--- src/sv/afgc_pkg.sv ---
// shared constants, codes and types of the fragment goodput counter
package afgc_pkg;

    localparam int unsigned MAX_PROBE_LEN   = 4095;
    localparam int unsigned GROW_LIMIT      = 800;
    localparam int unsigned FRAG_SIZE_MAX   = 8191;
    localparam int unsigned RESET_FRAG_SIZE = 1600;
    localparam int unsigned SMALL_MIN_HALF  = 4;
    localparam logic [7:0]  BYTE_GOOD       = 8'hFF;
    localparam int unsigned DIV_W           = 32;

    typedef enum logic [2:0] {
        REG_PROBE_LENGTH  = 3'd0,
        REG_START_FRAG    = 3'd1,
        REG_FRAG_OVERHEAD = 3'd2,
        REG_ADAPTIVE_ON   = 3'd3,
        REG_WINDOW        = 3'd4,
        REG_SMALL_PERIOD  = 3'd5
    } cfg_reg_t;

    typedef enum logic [2:0] {
        ST_IDLE,
        ST_START,
        ST_BYTE,
        ST_DIV,
        ST_LEFT,
        ST_ACCUM,
        ST_CLEAR,
        ST_OUT
    } state_t;

    typedef enum logic [2:0] {
        OP_SMALL,
        OP_LEFT,
        OP_WIN,
        OP_AVG,
        OP_AVGL,
        OP_AVGS
    } div_op_t;

    typedef struct packed {
        logic             start;
        logic [DIV_W-1:0] dividend;
        logic [DIV_W-1:0] divisor;
    } div_req_t;

    typedef struct packed {
        logic             done;
        logic [DIV_W-1:0] quot;
        logic [DIV_W-1:0] rem;
    } div_rsp_t;

endpackage

--- src/sv/afgc_div.sv ---
// shared restoring divider, one quotient bit per cycle
module afgc_div (
    input  logic               aclk,
    input  logic               aresetn,
    input  afgc_pkg::div_req_t req,
    output afgc_pkg::div_rsp_t rsp
);
    localparam int W  = afgc_pkg::DIV_W;
    localparam int CW = $clog2(W);

    logic           busy_reg, busy_next;
    logic           done_reg, done_next;
    logic [CW-1:0]  cnt_reg, cnt_next;
    logic [W-1:0]   quot_reg, quot_next;
    logic [W-1:0]   rem_reg, rem_next;
    logic [W-1:0]   div_reg, div_next;
    logic [W:0]     trial;
    logic [W:0]     diff;

    assign trial = {rem_reg, quot_reg[W-1]};
    assign diff  = trial - {1'b0, div_reg};

    always_comb begin
        busy_next = busy_reg;
        done_next = 1'b0;
        cnt_next  = cnt_reg;
        quot_next = quot_reg;
        rem_next  = rem_reg;
        div_next  = div_reg;
        if (req.start) begin
            busy_next = 1'b1;
            cnt_next  = '0;
            quot_next = req.dividend;
            rem_next  = '0;
            div_next  = req.divisor;
        end else if (busy_reg) begin
            if (!diff[W]) begin
                rem_next  = diff[W-1:0];
                quot_next = {quot_reg[W-2:0], 1'b1};
            end else begin
                rem_next  = trial[W-1:0];
                quot_next = {quot_reg[W-2:0], 1'b0};
            end
            cnt_next = cnt_reg + 1'b1;
            if (cnt_reg == CW'(W - 1)) begin
                busy_next = 1'b0;
                done_next = 1'b1;
            end
        end
    end

    always_ff @(posedge aclk) begin
        if (!aresetn) begin
            busy_reg <= 1'b0;
            done_reg <= 1'b0;
            cnt_reg  <= '0;
        end else begin
            busy_reg <= busy_next;
            done_reg <= done_next;
            cnt_reg  <= cnt_next;
        end
        quot_reg <= quot_next;
        rem_reg  <= rem_next;
        div_reg  <= div_next;
    end

    assign rsp.done = done_reg;
    assign rsp.quot = quot_reg;
    assign rsp.rem  = rem_reg;

endmodule

--- src/sv/adaptive_fragment_goodput_counter.sv ---
// top level: probe byte checker, fragment accounting and size adaptation
// a byte inside a packet passes the byte state, and at packet start the start state first; a packet
// start that checks the small-sample period first runs a division on the one shared divider, and
// the last byte runs one for the leftover modulo, then accounting, one for the window check and output,
// with up to three more divisions and a clear on an adaptation boundary; one item at a time
// aresetn is synchronous, active low, and loads the reset values of the registers that have one
module adaptive_fragment_goodput_counter (
    input  logic                aclk,
    input  logic                aresetn,
    // byte items
    input  logic                s_valid,
    output logic                s_ready,
    input  logic [7:0]          s_byte_value,
    input  logic                s_byte_present,
    // packet results
    output logic                m_valid,
    input  logic                m_ready,
    output logic signed [31:0]  m_packet_good_bytes,
    output logic [63:0]         m_total_good_bytes,
    output logic [13:0]         m_frag_size_now,
    // register writes
    input  logic                cfg_we,
    input  logic [2:0]          cfg_index,
    input  logic [15:0]         cfg_wdata
);
    // configuration registers
    logic [11:0] probe_length_reg;
    logic [7:0]  frag_overhead_reg;
    logic        adaptive_on_reg;
    logic [15:0] window_packets_reg;
    logic [15:0] small_period_reg;

    // packet and window state
    afgc_pkg::state_t  state_reg, state_next;
    afgc_pkg::div_op_t div_op_reg;
    logic [11:0] position_reg;
    logic [12:0] pos_in_frag_reg;
    logic [11:0] frag_index_reg;
    logic        frag_clean_reg;
    logic        prev_clean_reg;
    logic [31:0] pkt_good_reg;
    logic [31:0] pkt_dbl_reg;
    logic [12:0] pkt_frag_size_reg;
    logic [31:0] packet_count_reg;
    logic [63:0] grand_total_reg;
    logic [15:0] win_full_pkts_reg;
    logic [31:0] win_full_bytes_reg;
    logic [31:0] win_dbl_bytes_reg;
    logic [31:0] win_half_bytes_reg;
    logic [15:0] win_half_pkts_reg;
    logic [12:0] cur_frag_size_reg;
    logic        bad_reg;
    logic        half_sel_reg;
    logic [12:0] leftover_reg;
    logic signed [31:0] avg_reg;

    // divider operands
    logic        div_start_reg;
    logic [31:0] div_a_reg;
    logic [31:0] div_b_reg;
    logic        div_neg_reg;

    // output register
    logic        m_valid_reg;
    logic [31:0] out_good_reg;
    logic [63:0] out_total_reg;
    logic [12:0] out_size_reg;

    afgc_pkg::div_req_t div_req;
    afgc_pkg::div_rsp_t div_rsp;

    afgc_div u_div (
        .aclk    (aclk),
        .aresetn (aresetn),
        .req     (div_req),
        .rsp     (div_rsp)
    );

    assign div_req.start    = div_start_reg;
    assign div_req.dividend = div_a_reg;
    assign div_req.divisor  = div_b_reg;

    // decisions shared by sequencer and datapath
    logic [11:0] len;
    logic [12:0] count;
    logic        last_byte;
    logic        small_cond;
    logic        win_cond;
    logic        div_done;
    logic signed [31:0] sq;
    logic        grow;
    logic        out_free;
    logic        s_acc;
    logic        div_kick;

    always_comb begin
        len = (probe_length_reg == '0) ? 12'd1 : probe_length_reg;
        if (32'(len) > afgc_pkg::MAX_PROBE_LEN) begin
            len = 12'(afgc_pkg::MAX_PROBE_LEN);
        end
    end

    assign count      = {1'b0, position_reg} + 13'd1;
    assign last_byte  = (count >= {1'b0, len});
    assign small_cond = adaptive_on_reg && (packet_count_reg != '0)
                        && ((cur_frag_size_reg >> 1) > 13'(afgc_pkg::SMALL_MIN_HALF))
                        && (small_period_reg != '0);
    assign win_cond   = adaptive_on_reg && (packet_count_reg != '0)
                        && (window_packets_reg != '0);
    assign div_done   = (state_reg == afgc_pkg::ST_DIV) && div_rsp.done;
    // signed average, truncated toward zero, zero for an empty window
    assign sq         = (div_b_reg == '0) ? 32'sd0
                        : (div_neg_reg ? -$signed(div_rsp.quot) : $signed(div_rsp.quot));
    assign grow       = sq > avg_reg;
    assign out_free   = !m_valid_reg || m_ready;
    assign s_acc      = s_valid && s_ready;

    // a divider run is launched in the cycle after this is high
    assign div_kick   = (s_acc && position_reg == '0 && small_cond)
                        || (state_reg == afgc_pkg::ST_BYTE && last_byte)
                        || (div_done && ((div_op_reg == afgc_pkg::OP_WIN && div_rsp.rem == '0)
                            || div_op_reg == afgc_pkg::OP_AVG
                            || (div_op_reg == afgc_pkg::OP_AVGL && !grow
                                && win_half_pkts_reg != '0)))
                        || (state_reg == afgc_pkg::ST_ACCUM && win_cond);

    // next state
    always_comb begin
        state_next = state_reg;
        unique case (state_reg)
            afgc_pkg::ST_IDLE: begin
                if (s_valid) begin
                    if (position_reg != '0) begin
                        state_next = afgc_pkg::ST_BYTE;
                    end else if (small_cond) begin
                        state_next = afgc_pkg::ST_DIV;
                    end else begin
                        state_next = afgc_pkg::ST_START;
                    end
                end
            end
            afgc_pkg::ST_START: state_next = afgc_pkg::ST_BYTE;
            afgc_pkg::ST_BYTE: begin
                state_next = last_byte ? afgc_pkg::ST_DIV : afgc_pkg::ST_IDLE;
            end
            afgc_pkg::ST_DIV: begin
                if (div_done) begin
                    unique case (div_op_reg)
                        afgc_pkg::OP_SMALL: state_next = afgc_pkg::ST_START;
                        afgc_pkg::OP_LEFT:  state_next = afgc_pkg::ST_LEFT;
                        afgc_pkg::OP_WIN: begin
                            state_next = (div_rsp.rem == '0) ? afgc_pkg::ST_DIV
                                                             : afgc_pkg::ST_OUT;
                        end
                        afgc_pkg::OP_AVG:   state_next = afgc_pkg::ST_DIV;
                        afgc_pkg::OP_AVGL: begin
                            state_next = (!grow && win_half_pkts_reg != '0)
                                         ? afgc_pkg::ST_DIV : afgc_pkg::ST_CLEAR;
                        end
                        afgc_pkg::OP_AVGS:  state_next = afgc_pkg::ST_CLEAR;
                        default:            state_next = afgc_pkg::ST_CLEAR;
                    endcase
                end
            end
            afgc_pkg::ST_LEFT:  state_next = afgc_pkg::ST_ACCUM;
            afgc_pkg::ST_ACCUM: begin
                state_next = win_cond ? afgc_pkg::ST_DIV : afgc_pkg::ST_OUT;
            end
            afgc_pkg::ST_CLEAR: state_next = afgc_pkg::ST_OUT;
            afgc_pkg::ST_OUT: begin
                if (out_free) begin
                    state_next = afgc_pkg::ST_IDLE;
                end
            end
            default: state_next = afgc_pkg::ST_IDLE;
        endcase
    end

    // handshake outputs
    always_comb begin
        s_ready = (state_reg == afgc_pkg::ST_IDLE);
    end

    assign m_valid             = m_valid_reg;
    assign m_packet_good_bytes = $signed(out_good_reg);
    assign m_total_good_bytes  = out_total_reg;
    assign m_frag_size_now     = {1'b0, out_size_reg};

    // per-byte fragment accounting
    logic        fc_b;
    logic        boundary;
    logic [11:0] fi_b;
    logic [12:0] pif_inc;
    logic [31:0] pfs_ext;
    logic [31:0] ov_ext;
    logic [13:0] dbl_size;

    assign fc_b     = frag_clean_reg && !bad_reg;
    assign boundary = (position_reg != '0) && (pos_in_frag_reg == '0);
    assign fi_b     = frag_index_reg + 12'd1;
    assign pif_inc  = pos_in_frag_reg + 13'd1;
    assign pfs_ext  = {19'd0, pkt_frag_size_reg};
    assign ov_ext   = {24'd0, frag_overhead_reg};
    assign dbl_size = {cur_frag_size_reg, 1'b0};

    always_ff @(posedge aclk) begin
        if (!aresetn) begin
            state_reg           <= afgc_pkg::ST_IDLE;
            div_op_reg          <= afgc_pkg::OP_SMALL;
            div_start_reg       <= 1'b0;
            m_valid_reg         <= 1'b0;
            probe_length_reg    <= 12'd1;
            frag_overhead_reg   <= 8'd4;
            adaptive_on_reg     <= 1'b0;
            window_packets_reg  <= 16'd1;
            small_period_reg    <= 16'd10;
            position_reg        <= '0;
            pos_in_frag_reg     <= '0;
            frag_index_reg      <= '0;
            frag_clean_reg      <= 1'b1;
            prev_clean_reg      <= 1'b0;
            pkt_good_reg        <= '0;
            pkt_dbl_reg         <= '0;
            pkt_frag_size_reg   <= 13'(afgc_pkg::RESET_FRAG_SIZE);
            packet_count_reg    <= '0;
            grand_total_reg     <= '0;
            win_full_pkts_reg   <= '0;
            win_full_bytes_reg  <= '0;
            win_dbl_bytes_reg   <= '0;
            win_half_bytes_reg  <= '0;
            win_half_pkts_reg   <= '0;
            cur_frag_size_reg   <= 13'(afgc_pkg::RESET_FRAG_SIZE);
            half_sel_reg        <= 1'b0;
        end else begin
            state_reg     <= state_next;
            div_start_reg <= div_kick;
            // result register loads in the output state, else empties on a take
            if (state_reg == afgc_pkg::ST_OUT && out_free) begin
                m_valid_reg <= 1'b1;
            end else if (m_ready) begin
                m_valid_reg <= 1'b0;
            end

            // register writes
            if (cfg_we) begin
                unique case (cfg_index)
                    afgc_pkg::REG_PROBE_LENGTH:  probe_length_reg  <= cfg_wdata[11:0];
                    afgc_pkg::REG_START_FRAG: begin
                        cur_frag_size_reg   <= (cfg_wdata[12:0] == '0) ? 13'd1
                                                                       : cfg_wdata[12:0];
                    end
                    afgc_pkg::REG_FRAG_OVERHEAD: frag_overhead_reg <= cfg_wdata[7:0];
                    afgc_pkg::REG_ADAPTIVE_ON:   adaptive_on_reg   <= cfg_wdata[0];
                    afgc_pkg::REG_WINDOW:        window_packets_reg <= cfg_wdata;
                    afgc_pkg::REG_SMALL_PERIOD:  small_period_reg  <= cfg_wdata;
                    default: ;
                endcase
            end

            unique case (state_reg)
                afgc_pkg::ST_IDLE: begin
                    if (s_acc) begin
                        bad_reg      <= !s_byte_present || (s_byte_value != afgc_pkg::BYTE_GOOD);
                        half_sel_reg <= 1'b0;
                        if (position_reg == '0 && small_cond) begin
                            // is this packet a half-size sample
                            div_op_reg    <= afgc_pkg::OP_SMALL;
                            div_a_reg     <= packet_count_reg;
                            div_b_reg     <= {16'd0, small_period_reg};
                            div_neg_reg   <= 1'b0;
                        end
                    end
                end
                afgc_pkg::ST_START: begin
                    pkt_frag_size_reg <= half_sel_reg ? (cur_frag_size_reg >> 1)
                                                      : cur_frag_size_reg;
                    packet_count_reg  <= packet_count_reg + 32'd1;
                    pos_in_frag_reg   <= '0;
                    frag_index_reg    <= '0;
                    frag_clean_reg    <= 1'b1;
                    prev_clean_reg    <= 1'b0;
                    pkt_good_reg      <= '0;
                    pkt_dbl_reg       <= '0;
                end
                afgc_pkg::ST_BYTE: begin
                    if (boundary) begin
                        // a fragment closes on this byte
                        frag_index_reg <= fi_b;
                        if (pkt_frag_size_reg == cur_frag_size_reg && !fi_b[0]
                            && fc_b && prev_clean_reg) begin
                            pkt_dbl_reg <= pkt_dbl_reg + {pfs_ext[30:0], 1'b0} - ov_ext;
                        end
                        if (fc_b) begin
                            pkt_good_reg <= pkt_good_reg + pfs_ext - ov_ext;
                        end
                        prev_clean_reg <= fc_b;
                        frag_clean_reg <= 1'b1;
                    end else begin
                        frag_clean_reg <= fc_b;
                    end
                    pos_in_frag_reg <= (pif_inc >= pkt_frag_size_reg) ? 13'd0 : pif_inc;
                    if (last_byte) begin
                        div_op_reg    <= afgc_pkg::OP_LEFT;
                        div_a_reg     <= {19'd0, count};
                        div_b_reg     <= pfs_ext;
                        div_neg_reg   <= 1'b0;
                    end else begin
                        position_reg <= count[11:0];
                    end
                end
                afgc_pkg::ST_DIV: begin
                    if (div_done) begin
                        unique case (div_op_reg)
                            afgc_pkg::OP_SMALL: half_sel_reg <= (div_rsp.rem == '0);
                            afgc_pkg::OP_LEFT:  leftover_reg <= div_rsp.rem[12:0];
                            afgc_pkg::OP_WIN: begin
                                if (div_rsp.rem == '0) begin
                                    div_op_reg    <= afgc_pkg::OP_AVG;
                                    div_neg_reg   <= win_full_bytes_reg[31];
                                    div_a_reg     <= win_full_bytes_reg[31]
                                                     ? -win_full_bytes_reg
                                                     : win_full_bytes_reg;
                                    div_b_reg     <= {16'd0, win_full_pkts_reg};
                                end
                            end
                            afgc_pkg::OP_AVG: begin
                                avg_reg       <= sq;
                                div_op_reg    <= afgc_pkg::OP_AVGL;
                                div_neg_reg   <= win_dbl_bytes_reg[31];
                                div_a_reg     <= win_dbl_bytes_reg[31]
                                                 ? -win_dbl_bytes_reg : win_dbl_bytes_reg;
                                div_b_reg     <= {16'd0, win_full_pkts_reg};
                            end
                            afgc_pkg::OP_AVGL: begin
                                if (grow) begin
                                    if (32'(cur_frag_size_reg) <= afgc_pkg::GROW_LIMIT) begin
                                        cur_frag_size_reg <=
                                            (32'(dbl_size) > afgc_pkg::FRAG_SIZE_MAX)
                                            ? 13'(afgc_pkg::FRAG_SIZE_MAX) : dbl_size[12:0];
                                    end
                                end else if (win_half_pkts_reg != '0) begin
                                    div_op_reg    <= afgc_pkg::OP_AVGS;
                                    div_neg_reg   <= win_half_bytes_reg[31];
                                    div_a_reg     <= win_half_bytes_reg[31]
                                                     ? -win_half_bytes_reg
                                                     : win_half_bytes_reg;
                                    div_b_reg     <= {16'd0, win_half_pkts_reg};
                                end
                            end
                            afgc_pkg::OP_AVGS: begin
                                if ((cur_frag_size_reg >> 1) > 13'd1
                                    && (avg_reg == 32'sd0 || sq > avg_reg)) begin
                                    cur_frag_size_reg <= cur_frag_size_reg >> 1;
                                end
                            end
                            default: ;
                        endcase
                    end
                end
                afgc_pkg::ST_LEFT: begin
                    // partial fragment at the end of the packet
                    if (leftover_reg != '0 && frag_clean_reg) begin
                        if (pkt_frag_size_reg == cur_frag_size_reg && frag_index_reg[0]) begin
                            if (prev_clean_reg) begin
                                pkt_dbl_reg <= pkt_dbl_reg + pfs_ext
                                               + {19'd0, leftover_reg} - ov_ext;
                            end
                        end else begin
                            pkt_dbl_reg <= pkt_dbl_reg + {19'd0, leftover_reg} - ov_ext;
                        end
                        pkt_good_reg <= pkt_good_reg + {19'd0, leftover_reg} - ov_ext;
                    end
                end
                afgc_pkg::ST_ACCUM: begin
                    grand_total_reg <= grand_total_reg + {{32{pkt_good_reg[31]}}, pkt_good_reg};
                    position_reg    <= '0;
                    if (pkt_frag_size_reg == cur_frag_size_reg) begin
                        win_full_pkts_reg  <= win_full_pkts_reg + 16'd1;
                        win_full_bytes_reg <= win_full_bytes_reg + pkt_good_reg;
                        win_dbl_bytes_reg  <= win_dbl_bytes_reg + pkt_dbl_reg;
                    end else begin
                        win_half_pkts_reg  <= win_half_pkts_reg + 16'd1;
                        win_half_bytes_reg <= win_half_bytes_reg + pkt_good_reg;
                    end
                    if (win_cond) begin
                        // window boundary check
                        div_op_reg    <= afgc_pkg::OP_WIN;
                        div_a_reg     <= packet_count_reg;
                        div_b_reg     <= {16'd0, window_packets_reg};
                        div_neg_reg   <= 1'b0;
                    end
                end
                afgc_pkg::ST_CLEAR: begin
                    win_full_pkts_reg  <= '0;
                    win_full_bytes_reg <= '0;
                    win_dbl_bytes_reg  <= '0;
                    win_half_bytes_reg <= '0;
                    win_half_pkts_reg  <= '0;
                end
                afgc_pkg::ST_OUT: begin
                    if (out_free) begin
                        out_good_reg  <= pkt_good_reg;
                        out_total_reg <= grand_total_reg;
                        out_size_reg  <= cur_frag_size_reg;
                    end
                end
                default: ;
            endcase
        end
    end

endmodule

--- config.mk ---
export PLATFORM = sky130hd
export DESIGN_NAME = adaptive_fragment_goodput_counter
export DESIGN_NICKNAME = d
export VERILOG_FILES = /design/src/sv/afgc_pkg.sv /design/src/sv/afgc_div.sv /design/src/sv/adaptive_fragment_goodput_counter.sv
export SDC_FILE = /design/constraint.sdc
export NUM_CORES = 2
export LEC_CHECK = 0
export BUFFER_PORTS_ARGS = -buffer_cell sky130_fd_sc_hd__clkbuf_2
export CAP_MARGIN = 20
export CORE_AREA = 2 2 362 364
export CTS_CLUSTER_DIAMETER = 120
export CTS_CLUSTER_SIZE = 20
export DETAILED_ROUTE_END_ITERATION = 16
export DIE_AREA = 0 0 364 366
export GPL_ROUTABILITY_DRIVEN = 1
export PLACE_DENSITY = 0.67
export SLEW_MARGIN = 20
export SYNTH_ARGS = -nofsm -noshare
export SYNTH_HDL_FRONTEND = slang
export SYNTH_SLANG_ARGS = --single-unit
export TNS_END_PERCENT = 5
--- constraint.sdc ---
create_clock -name aclk -period 7.2 [get_ports aclk]
set_input_delay 1.44 -clock aclk [delete_from_list [all_inputs] [get_ports aclk]]
set_output_delay 1.44 -clock aclk [all_outputs]
set_load 0.02 [all_outputs]
==> metrics.yaml <==
drt-wirelength-per-cell_um: 20.6
diodes: 0
grt_use_total: 0.232
cts.sinks: 695
clock.fmax_mhz: 150
switching_power_uw: 9080
antenna_found_initial: 3
relSlewSlack: 0.223
root_buffer: "clkbuf_16"
grt_pass1_wl_um: 246000
tightestPinTransition_ps: 1160
cts_tree: "yes"
start_util: 0.389
fill_cells: 12862
die_y_um: 366
hpwl_um: 119000
worstHoldPathType: "reg2reg"
min_from: "div_b_reg[12]"
synth-seq-cells: 695
die_area_um2: 133000
overflow: 0
rows: 132
grt_max_degree: 97
pre_cts_ws_ps: 518
core-area_um2: 129000
synth_nets: 6505
crit_fanout: 6
start_kind: "flop"
power.density_nw_per_um2: 354
ir_drop_mv: 0.213
combinationalPowerShare: 0.584
htreeDepth: 2
timing.hold.ws_ps: 458
ys_types: 86
viasPerCell: 5.86
cp-end-kind: "flop"
clockBufferDepth: 3
numCtsBuffers: 42
port_buffers: 143
area_growth_pct: 7.62
clkTransAtPathRegs_ps: 90
rsz0062_at_grt: "no"
synth_cells: 6004
fin_tns_setup_ps: 0
synth_seq_area_share: 0.327
drv_cap: 0
p_sw_frac: 0.474
ys.flop_type: "dfxtp_1"
avgSynthCellArea_um2: 8.36
period_share: 0.927
leakage_uw: 0.0219
synth_edf_count: 252
required_ps: 7780
fin_crit_ps: 6680
reg2reg_from: "u_div.quot_reg[4]"
status: "finished, final reports clean"
synth_warnings: 0
vias: 45457
drt_iter0_drc: 4354
worstSetupPathType: "reg2reg"
setup_ws_ps: 523
gp_congestion: 0.958
die_x_um: 364
syn_area_um2: 50200
drc: 0
internal_power_uw: 10100
crit_arrival_ps: 7250
p_seq_frac: 0.279
drt.antenna.violating_nets: 0
layout-drive-gt1-share: 0.0625
critPathLaunch: "u_div.quot_reg[4]"
fin_util: 0.419
nNetsFinal: 6490
grt_pass1_vias: 42674
setup_viol: 0
clkLatencyLatePin_ps: 690
wirelength_um: 160000
clock-skew-final_ps: 60.1
async_reset_ff_frac: 0
p_clk_frac: 0.138
cts_hold_buf: 0
final_hold_viol_count: 0
firstDrtPassIters: 6
drv_slew: 0
ios: 145
## critical path, stage by stage, from the launching register on
cell	delay, ps
edfxtp_1	470
or3_1	400
or4_4	430
or3_4	400
or4_4	500
nand2b_4	170
or3_4	360
or4_4	430
o31ai_2	330
xnor2_1	160
nor2_1	80
ha_1	370
nand4_1	100
nor2_1	80
nand3_1	90
a21oi_1	60
a2111oi_0	700
a211oi_1	240
nor4b_1	890
a221oi_1	200
a21oi_1	170
## power by group through the flow
stage                     registers [uW]  logic, uW  clock network, uW
after floorplan                     5070       8280                  0
after global placement              5390      10800                  0
after detailed placement            5400      10900                  0
after CTS                           5320      11000               2700
after global routing                5380      12300               2820
final                               5340      11200               2640
## layer usage
metal	GRT usage	up-vias	wire length, um
met5	0	-	22
met4	0.0847	4	5930
met3	0.0335	262	12800
met2	0.358	1751	69600
met1	0.327	21798	71600
li1	-	21642	-
## final timing paths
kind,endpoint,slack (ps),cells after the start
max,cur_frag_size_reg[7],520,20
min,u_div.div_reg[12],460,0
max reg2reg,cur_frag_size_reg[7],520,20
min reg2reg,u_div.div_reg[12],460,0
## cells in the final DEF (no fill, tap or decap), drive strengths merged, types with 75 or more instances in the layout
cell type,instances
nand2,661
a21oi,511
dfxtp,443
nor2,430
inv,414
ha,394
o21ai,371
edfxtp,252
xor2,223
xnor2,222
clkbuf,209
nand3,188
a21o,147
a211oi,105
nor3,96
nand4,80
o21a,76
buf,76
nor4,75
## Yosys cell counts, drive strengths merged, types with 74 or more instances
| cell type | n | share of area |
|---|---|---|
| a211oi | 105 | 0.016 |
| a21o | 147 | 0.022 |
| a21oi | 511 | 0.051 |
| clkbuf | 248 | 0.019 |
| dfxtp | 443 | 0.18 |
| edfxtp | 252 | 0.15 |
| fa | 74 | 0.030 |
| ha | 394 | 0.098 |
| inv | 409 | 0.031 |
| nand2 | 661 | 0.049 |
| nand3 | 188 | 0.019 |
| nand4 | 80 | 0.010 |
| nor2 | 430 | 0.032 |
| nor3 | 96 | 0.0096 |
| nor4 | 75 | 0.0095 |
| o21a | 76 | 0.011 |
| o21ai | 371 | 0.037 |
| xnor2 | 222 | 0.039 |
| xor2 | 223 | 0.039 |
## final cells by class
class,instances,area (um^2),area share
timing repair buffer,218,1290,0.0239
clock inverter,6,103,0.00190
inverter,409,1540,0.0285
clock buffer,67,1170,0.0216
multi-input combinational,4623,31300,0.579
sequential,695,16400,0.304
tap,1742,2180,0.0403
## through the flow
stage	cell area [um^2]	std cells	total power, uW
after floorplan	50200	6004	13300
after global placement	52700	7686	16200
after detailed placement	52800	7686	16300
after CTS	54000	7759	19000
after global routing	54000	7760	20500
final	54000	7760	19200
## timing repair
item | 4_1_cts | 5_1_grt
resized for setup | 0 | 1
endpoints found under the setup margin | 0 | 33
setup buffers | 0 | 0
## cells by family (layout without fill, tap and decap cells)
kind of cell,count (synthesis),in the layout,share of synthesized area
AND/OR/NAND/NOR,1893,1893,0.178
AO/OA/AOI/OAI,1719,1719,0.217
flip-flops,695,695,0.327
buffers and inverters,686,700,0.0514
adder cells (fa/ha/maj),468,468,0.128
XOR/XNOR,445,445,0.0776
multiplexers,97,97,0.0202
other,1,1,0.0000747
Power figures use the tool's default switching activity.
